## src/hdl/mts_pkg.sv

```systemverilog
// ----------------------------------------------------------------------------
// Minimum-tracking stack package
// Shared widths, payload structs, operation and error codes, cell commands.
// ----------------------------------------------------------------------------
package mts_pkg;

   localparam int DEPTH       = 64;
   localparam int VALUE_WIDTH = 32;
   localparam int COUNT_WIDTH = $clog2(DEPTH + 1);

   typedef logic signed [VALUE_WIDTH-1:0] value_type;
   typedef logic [COUNT_WIDTH-1:0]        count_type;

   localparam logic [1:0] FUNC_PUSH = 2'd0;
   localparam logic [1:0] FUNC_POP  = 2'd1;
   localparam logic [1:0] FUNC_READ = 2'd2;

   localparam logic [1:0] ERR_NONE      = 2'd0;
   localparam logic [1:0] ERR_OVERFLOW  = 2'd1;
   localparam logic [1:0] ERR_UNDERFLOW = 2'd2;

   localparam count_type DEPTH_COUNT = COUNT_WIDTH'(DEPTH);
   localparam value_type EMPTY_VALUE = '1;

   typedef enum logic [1:0] {
      SHIFT_HOLD,
      SHIFT_PUSH,
      SHIFT_POP
   } shift_cmd_type;

   typedef struct packed {
      logic [1:0] func;
      value_type  push_value;
   } req_type;

   typedef struct packed {
      value_type  top_value;
      value_type  min_value;
      logic       empty_flag;
      count_type  entry_count;
      logic [1:0] error_code;
   } rsp_type;

endpackage

```

## src/hdl/mts_cell.sv

```systemverilog
// ----------------------------------------------------------------------------
// Minimum-tracking stack cell
// One stack entry. On a push it takes the entry above it, on a pop the one
// below it, otherwise it holds.
// ----------------------------------------------------------------------------
module mts_cell (
   input  logic                  clock,
   input  mts_pkg::shift_cmd_type cmd,
   input  mts_pkg::value_type    upper_value,
   input  mts_pkg::value_type    lower_value,
   output mts_pkg::value_type    value
);
   import mts_pkg::*;

   value_type value_ff;
   value_type value_in;

   always_comb begin
      case (cmd)
         SHIFT_PUSH: value_in = upper_value;
         SHIFT_POP:  value_in = lower_value;
         default:    value_in = value_ff;
      endcase
   end

   always_ff @(posedge clock) begin
      value_ff <= value_in;
   end

   assign value = value_ff;

endmodule

```

## src/hdl/mts_chain.sv

```systemverilog
// ----------------------------------------------------------------------------
// Minimum-tracking stack chain
// A row of cells forming a shift stack; the first cell is the top.
// ----------------------------------------------------------------------------
module mts_chain (
   input  logic                   clock,
   input  mts_pkg::shift_cmd_type cmd,
   input  mts_pkg::value_type     push_value,
   output mts_pkg::value_type     top_value,
   output mts_pkg::value_type     second_value
);
   import mts_pkg::*;

   value_type cell_value [DEPTH];

   for (genvar i = 0; i < DEPTH; i++) begin : g_cell
      value_type upper_value;
      value_type lower_value;

      if (i == 0) begin : g_first
         assign upper_value = push_value;
      end else begin : g_inner_upper
         assign upper_value = cell_value[i-1];
      end

      if (i == DEPTH - 1) begin : g_last
         assign lower_value = cell_value[i];
      end else begin : g_inner_lower
         assign lower_value = cell_value[i+1];
      end

      mts_cell u_cell (
         .clock       (clock),
         .cmd         (cmd),
         .upper_value (upper_value),
         .lower_value (lower_value),
         .value       (cell_value[i])
      );
   end

   assign top_value    = cell_value[0];
   assign second_value = cell_value[1];

endmodule

```

## config.mk

```make
export PLATFORM = sky130hd
export DESIGN_NAME = mts_chain
export DESIGN_NICKNAME = d
export VERILOG_FILES = /design/src/hdl/mts_pkg.sv /design/src/hdl/mts_cell.sv /design/src/hdl/mts_chain.sv
export SDC_FILE = /design/constraint.sdc
export NUM_CORES = 2
export LEC_CHECK = 0
export ABC_AREA = 1
export BUFFER_PORTS_ARGS = -buffer_cell sky130_fd_sc_hd__buf_2
export CORE_AREA = 4 4 404 406
export CTS_CLUSTER_DIAMETER = 40
export DETAILED_ROUTE_END_ITERATION = 8
export DIE_AREA = 0 0 408 410
export PLACE_DENSITY_LB_ADDON = 0.2
export SYNTH_ARGS = -nofsm -noshare
export SYNTH_HDL_FRONTEND = slang
export SYNTH_SLANG_ARGS = --single-unit
```

## constraint.sdc

```tcl
create_clock -name clock -period 82.7 [get_ports clock]
set_clock_uncertainty 0.2 [all_clocks]
set_input_delay 20.675 -clock clock [delete_from_list [all_inputs] [get_ports clock]]
set_output_delay 20.675 -clock clock [all_outputs]
set_load 0.01 [all_outputs]
```

# Word level (Yosys, flattened, before mapping)
# Index checks and enable logic that the tools add are counted.
[word_totals]
ff_bits = 2048
latch_bits = 0
ramBits = 0
romBits = 0
output_inout_bits = 64
elab_cells = 130
mem_count = 0
[op_classes]
addsub = 0
multipliers = 0
div = 0
magnitude_cmp = 0
eq_ne = 2
n_shift = 0
n_mux = 63
bitwise = 0
reduce_logical = 1
[ops]
columns = ["op", "count"]
rows = [
  ["one-hot mux 32 bit (2 select lines)", 63],
  ["== test 2 x 1 -> 1 bit (second input constant)", 1],
  ["== test 2 bit (second input constant)", 1],
  ["nonzero test 2 bit", 1],
]

# Longest topological paths before layout
[logic_depth]
ltp_word = 2
ltp_mapped = 9
depth_no_buf = 5

# Hierarchy
# Synthesis repeated with hierarchy kept, for this count alone.
[unflattened]
hier_cells = 8896
area_unflattened_um2 = 94250.4
[by_module_without_submodules]
columns = ["module", "n_inst", "cells_per_inst", "area_per_inst_um2", "seq_area_each_um2"]
rows = [
  ["mts_cell", 64, 139, 1472.7, 960.9],
]

# Least setup slack after synthesis
# OpenSTA, ideal clock, no wires.
[synth_path]
kind = "in2reg"
startpoint = "input cmd[0]"
endpoint = "register g_cell[0].u_cell.value_ff[0] (enable)"
setup_ns = 2.344
arrival_time_ns = 59.877
setup_slack_ns = 20.278
stages = 3
n_path_buf = 0
path_cell_list = "inv_1 -> ha_1 -> inv_1"
[synth_between]
elab_chain_len = 2
[synth_lines]
columns = ["item", "line", "rtl"]
rows = [
  ["start: declaration", "mts_chain.sv:7", "input mts_pkg::shift_cmd_type cmd,"],
  ["== test 2 x 1 -> 1 bit / == test 2 bit (equally long branches)", "--", ""],
  ["nonzero test 2 bit (no line) *", "--", ""],
  ["end signal: assignment", "mts_cell.sv:27", "value_ff <= value_in;"],
  ["end: declaration", "mts_cell.sv:15", "value_type value_ff;"],
]
# Mark *: on every way between the ends. The rest lies on a longest branch, timed or not.
# A chain may end at the register's enable or synchronous reset.

# Worst setup path in the final report
[layout_path]
startpoint = "input cmd[0]"
endpoint = "register g_cell[42].u_cell.value_ff[20] (enable)"
[layout_between]
elab_chain_len = 2
[layout_lines]
columns = ["item", "line"]
rows = [
  ["== test 2 x 1 -> 1 bit / == test 2 bit (equally long branches)", "--"],
  ["nonzero test 2 bit (no line) *", "--"],
  ["end signal: assignment", "mts_cell.sv:27"],
  ["end: declaration", "mts_cell.sv:15"],
]
# Marked as above.

==> results.py <==
metrics = {
    "worst_setup_path": {
        "slowest_delay_ps": 950,
        "cp_num_buf_inv": 9,
        "path_class": "input pin to flop",
        "crit_path_start_kind": "input pin",
        "cp_common_cell": "buf_4",
        "critPathRequiredTime_ps": 82970,
        "crit_chain": "buf_2 > inv_1 > ha_2 > inv_8 > buf_12 > buf_4 > buf_4 > buf_4 > buf_4 > buf_4",
        "rr_worst_depth": 2,
        "cpLargestDelayFamily": "buffers and inverters",
        "reg2reg_slack_ps": 81510,
        "timing.rr.start": "g_cell[1].u_cell.value[31]",
        "path_max_fanout": 181,
        "worst_path_max_delay_cell": "buf_4",
        "worstSetupEndpointType": "flop",
        "cp.arrival_ps": 27500,
        "timing.rr.end": "g_cell[0].u_cell.value[31]",
    },
    "drt": {
        "drtAntennaViolNets": 0,
        "wl_per_cell_um": 13.8,
        "routed_wl_um": 150000,
        "drt_iter0_drc": 5254,
        "viasPerCell": 5.10,
        "drtPass1Iterations": 7,
        "drc_errors": 0,
        "num_vias": 55311,
    },
    "power_and_ir_drop": {
        "peakVddDrop_v": 0.0000227,
        "leakage_nw": 43.1,
        "power_density_mw_per_mm2": 29.1,
    },
    "timing": {
        "timing_hold_violations_final": 0,
        "slew_violations": 0,
        "finalSetupTns_ps": 0,
        "whs_ps": 249,
        "slew_headroom": 0.0956,
        "fin_ws_ps": 55470,
        "setup_viol": 0,
        "worst_slew_pin_slew_ps": 1360,
        "period_needed_ps": 27230,
        "clock.fmax_ghz": 0.0367,
        "rsz0062_at_grt": "no",
        "fin_crit_sh": 0.329,
    },
    "synth": {
        "synthDistinctLibCells": 10,
        "synth_top_cell_area_share": 0.703,
        "synth_fp_nets": 8589,
        "ys_warn_count": 0,
        "synth-seq-cells": 2048,
        "syn_avg_cell_area_um2": 10.2,
        "seq_area_frac_synth": 0.703,
        "yosysMostFrequentCell": "nand2_1",
        "ys_top_cells_by_area": "edfxtp_1, nand2_1, buf_6",
        "synth-main-ff-cell": "edfxtp_1",
        "ys_top_cells_by_count": "nand2_1, edfxtp_1, buf_2",
        "async_reset_ff_frac": 0,
        "synth_edf_count": 2048,
        "postSynthCellCount": 8551,
        "syn_area_mm2": 0.0875,
        "yosys.area.top_type": "edfxtp_1",
    },
    "cts": {
        "cts_max_path_buffers": 4,
        "cts_tree": "built",
        "root_buffer": "clkbuf_16",
        "htreeDepth": 5,
        "clk_pin_slew_ps": 50,
        "holdBufCountCts": 0,
        "clkLatencyLatePin_ps": 880,
        "numCtsBuffers": 293,
        "post-cts-setup-buffers": 0,
        "cts_resized": 0,
        "clkSinkCount": 2048,
    },
    "grt": {
        "grt-ovfl-total": 0,
        "grt_first_pass_wirelength_um": 257000,
        "grt_usage": 0.177,
        "antenna_found_initial": 0,
        "grt_max_degree": 292,
        "grt_pass1_vias": 54009,
    },
    "min_path": {
        "hold_path_class": "flop to flop",
        "min_from": "g_cell[62].u_cell.value[31]",
        "min_path_cells": 0,
        "holdPathEnd": "g_cell[63].u_cell.value[31]",
    },
    "layout": {
        "area_growth_pct": 11.5,
        "largest_reg_flops": 2048,
        "antenna_cells": 0,
        "utilization": 0.610,
        "fillerInstances": 12953,
        "final_layout_size_suffix_gt1_frac": 0.0689,
        "layout.nets": 8595,
    },
    "floorplanning": {
        "die_w_um": 408,
        "core_mm2": 0.160,
        "rows": 147,
        "fp.dieArea_mm2": 0.167,
        "start_util": 0.547,
        "die_h_um": 410,
        "num_io_pins": 99,
    },
    "place": {
        "gp_congestion": 0.738,
        "place_ws_ps": 54620,
        "hpwl_um": 78800,
        "port_buffers": 98,
    },
    "run": {
        "drv_cap": 0,
    },
    "status": {
        "outcome": "complete, no violations",
    },
}
## report_power, final
| group | switching, W | internal, W |
|---|---|---|
| Sequential | 0.0000703 | 0.00133 |
| Clock | 0.000452 | 0.000777 |
| Combinational | 0.000145 | 0.0000634 |
## kinds of logic after synthesis
logic type / share of synthesized area
AND/OR/NAND/NOR: 0.259
flip-flops: 0.703
buffers and inverters: 0.0372
adder cells (fa/ha/maj): 0.000429
## routing by layer
metal / part of all wire / global-route usage / vias up / wire [µm]
met5: 0 / 0 / - / 0
met3: 0.040 / 0.0299 / 307 / 5940
met1: 0.47 / 0.253 / 26460 / 71000
li1: - / - / 27595 / -
met4: 0.025 / 0.0559 / 0 / 3720
met2: 0.46 / 0.280 / 949 / 69400
## cell usage in the layout, fill, tap and decap left out, types with 3 or more instances in the layout
cell type	n
inv_6	21
clkinvlp_4	29
edfxtp_1	2048
clkinv_4	16
buf_12	5
clkinv_2	31
clkinv_1	38
clkinv_8	3
buf_2	98
nand2_1	6048
inv_8	7
inv_1	3
bufinv_16	36
clkbuf_16	300
clkbuf_1	26
buf_4	55
## area by class of cell
type / instances / area (µm²) / share of cell area
Tap cell: 2086 / 2610 / 0.0268
Sequential cell: 2048 / 61500 / 0.630
Inverter: 5 / 42.5 / 0.000436
Timing Repair Buffer: 158 / 1000 / 0.0103
Clock inverter: 180 / 2040 / 0.0209
Clock buffer: 326 / 7600 / 0.0780
Multi-Input combinational cell: 6051 / 22800 / 0.233
## metrics by stage
step / cells / cell area [µm²] / total power (W)
2_1_floorplan: 8551 / 87500 / 0.00174
3_3_place_gp: 10348 / 87900 / 0.00162
3_5_place_dp: 10348 / 87900 / 0.00163
4_1_cts: 10854 / 97600 / 0.00287
5_1_grt: 10854 / 97600 / 0.00297
6_report: 10854 / 97600 / 0.00284
## worst max path at each step
stage	to	start	slack (ps)	depth (start not counted)
4_1_cts	g_cell[29].u_cell.value[31]	cmd[0]	55550	10
3_5_place_dp	g_cell[29].u_cell.value[31]	cmd[0]	54620	10
5_1_grt	g_cell[29].u_cell.value[31]	cmd[0]	55020	10
3_3_place_gp	g_cell[29].u_cell.value[31]	cmd[0]	54730	10
6_report	g_cell[42].u_cell.value[20]	cmd[0]	55470	10
2_1_floorplan	g_cell[0].u_cell.value[0]	cmd[0]	20280	3
Power figures use the tool's default switching activity.
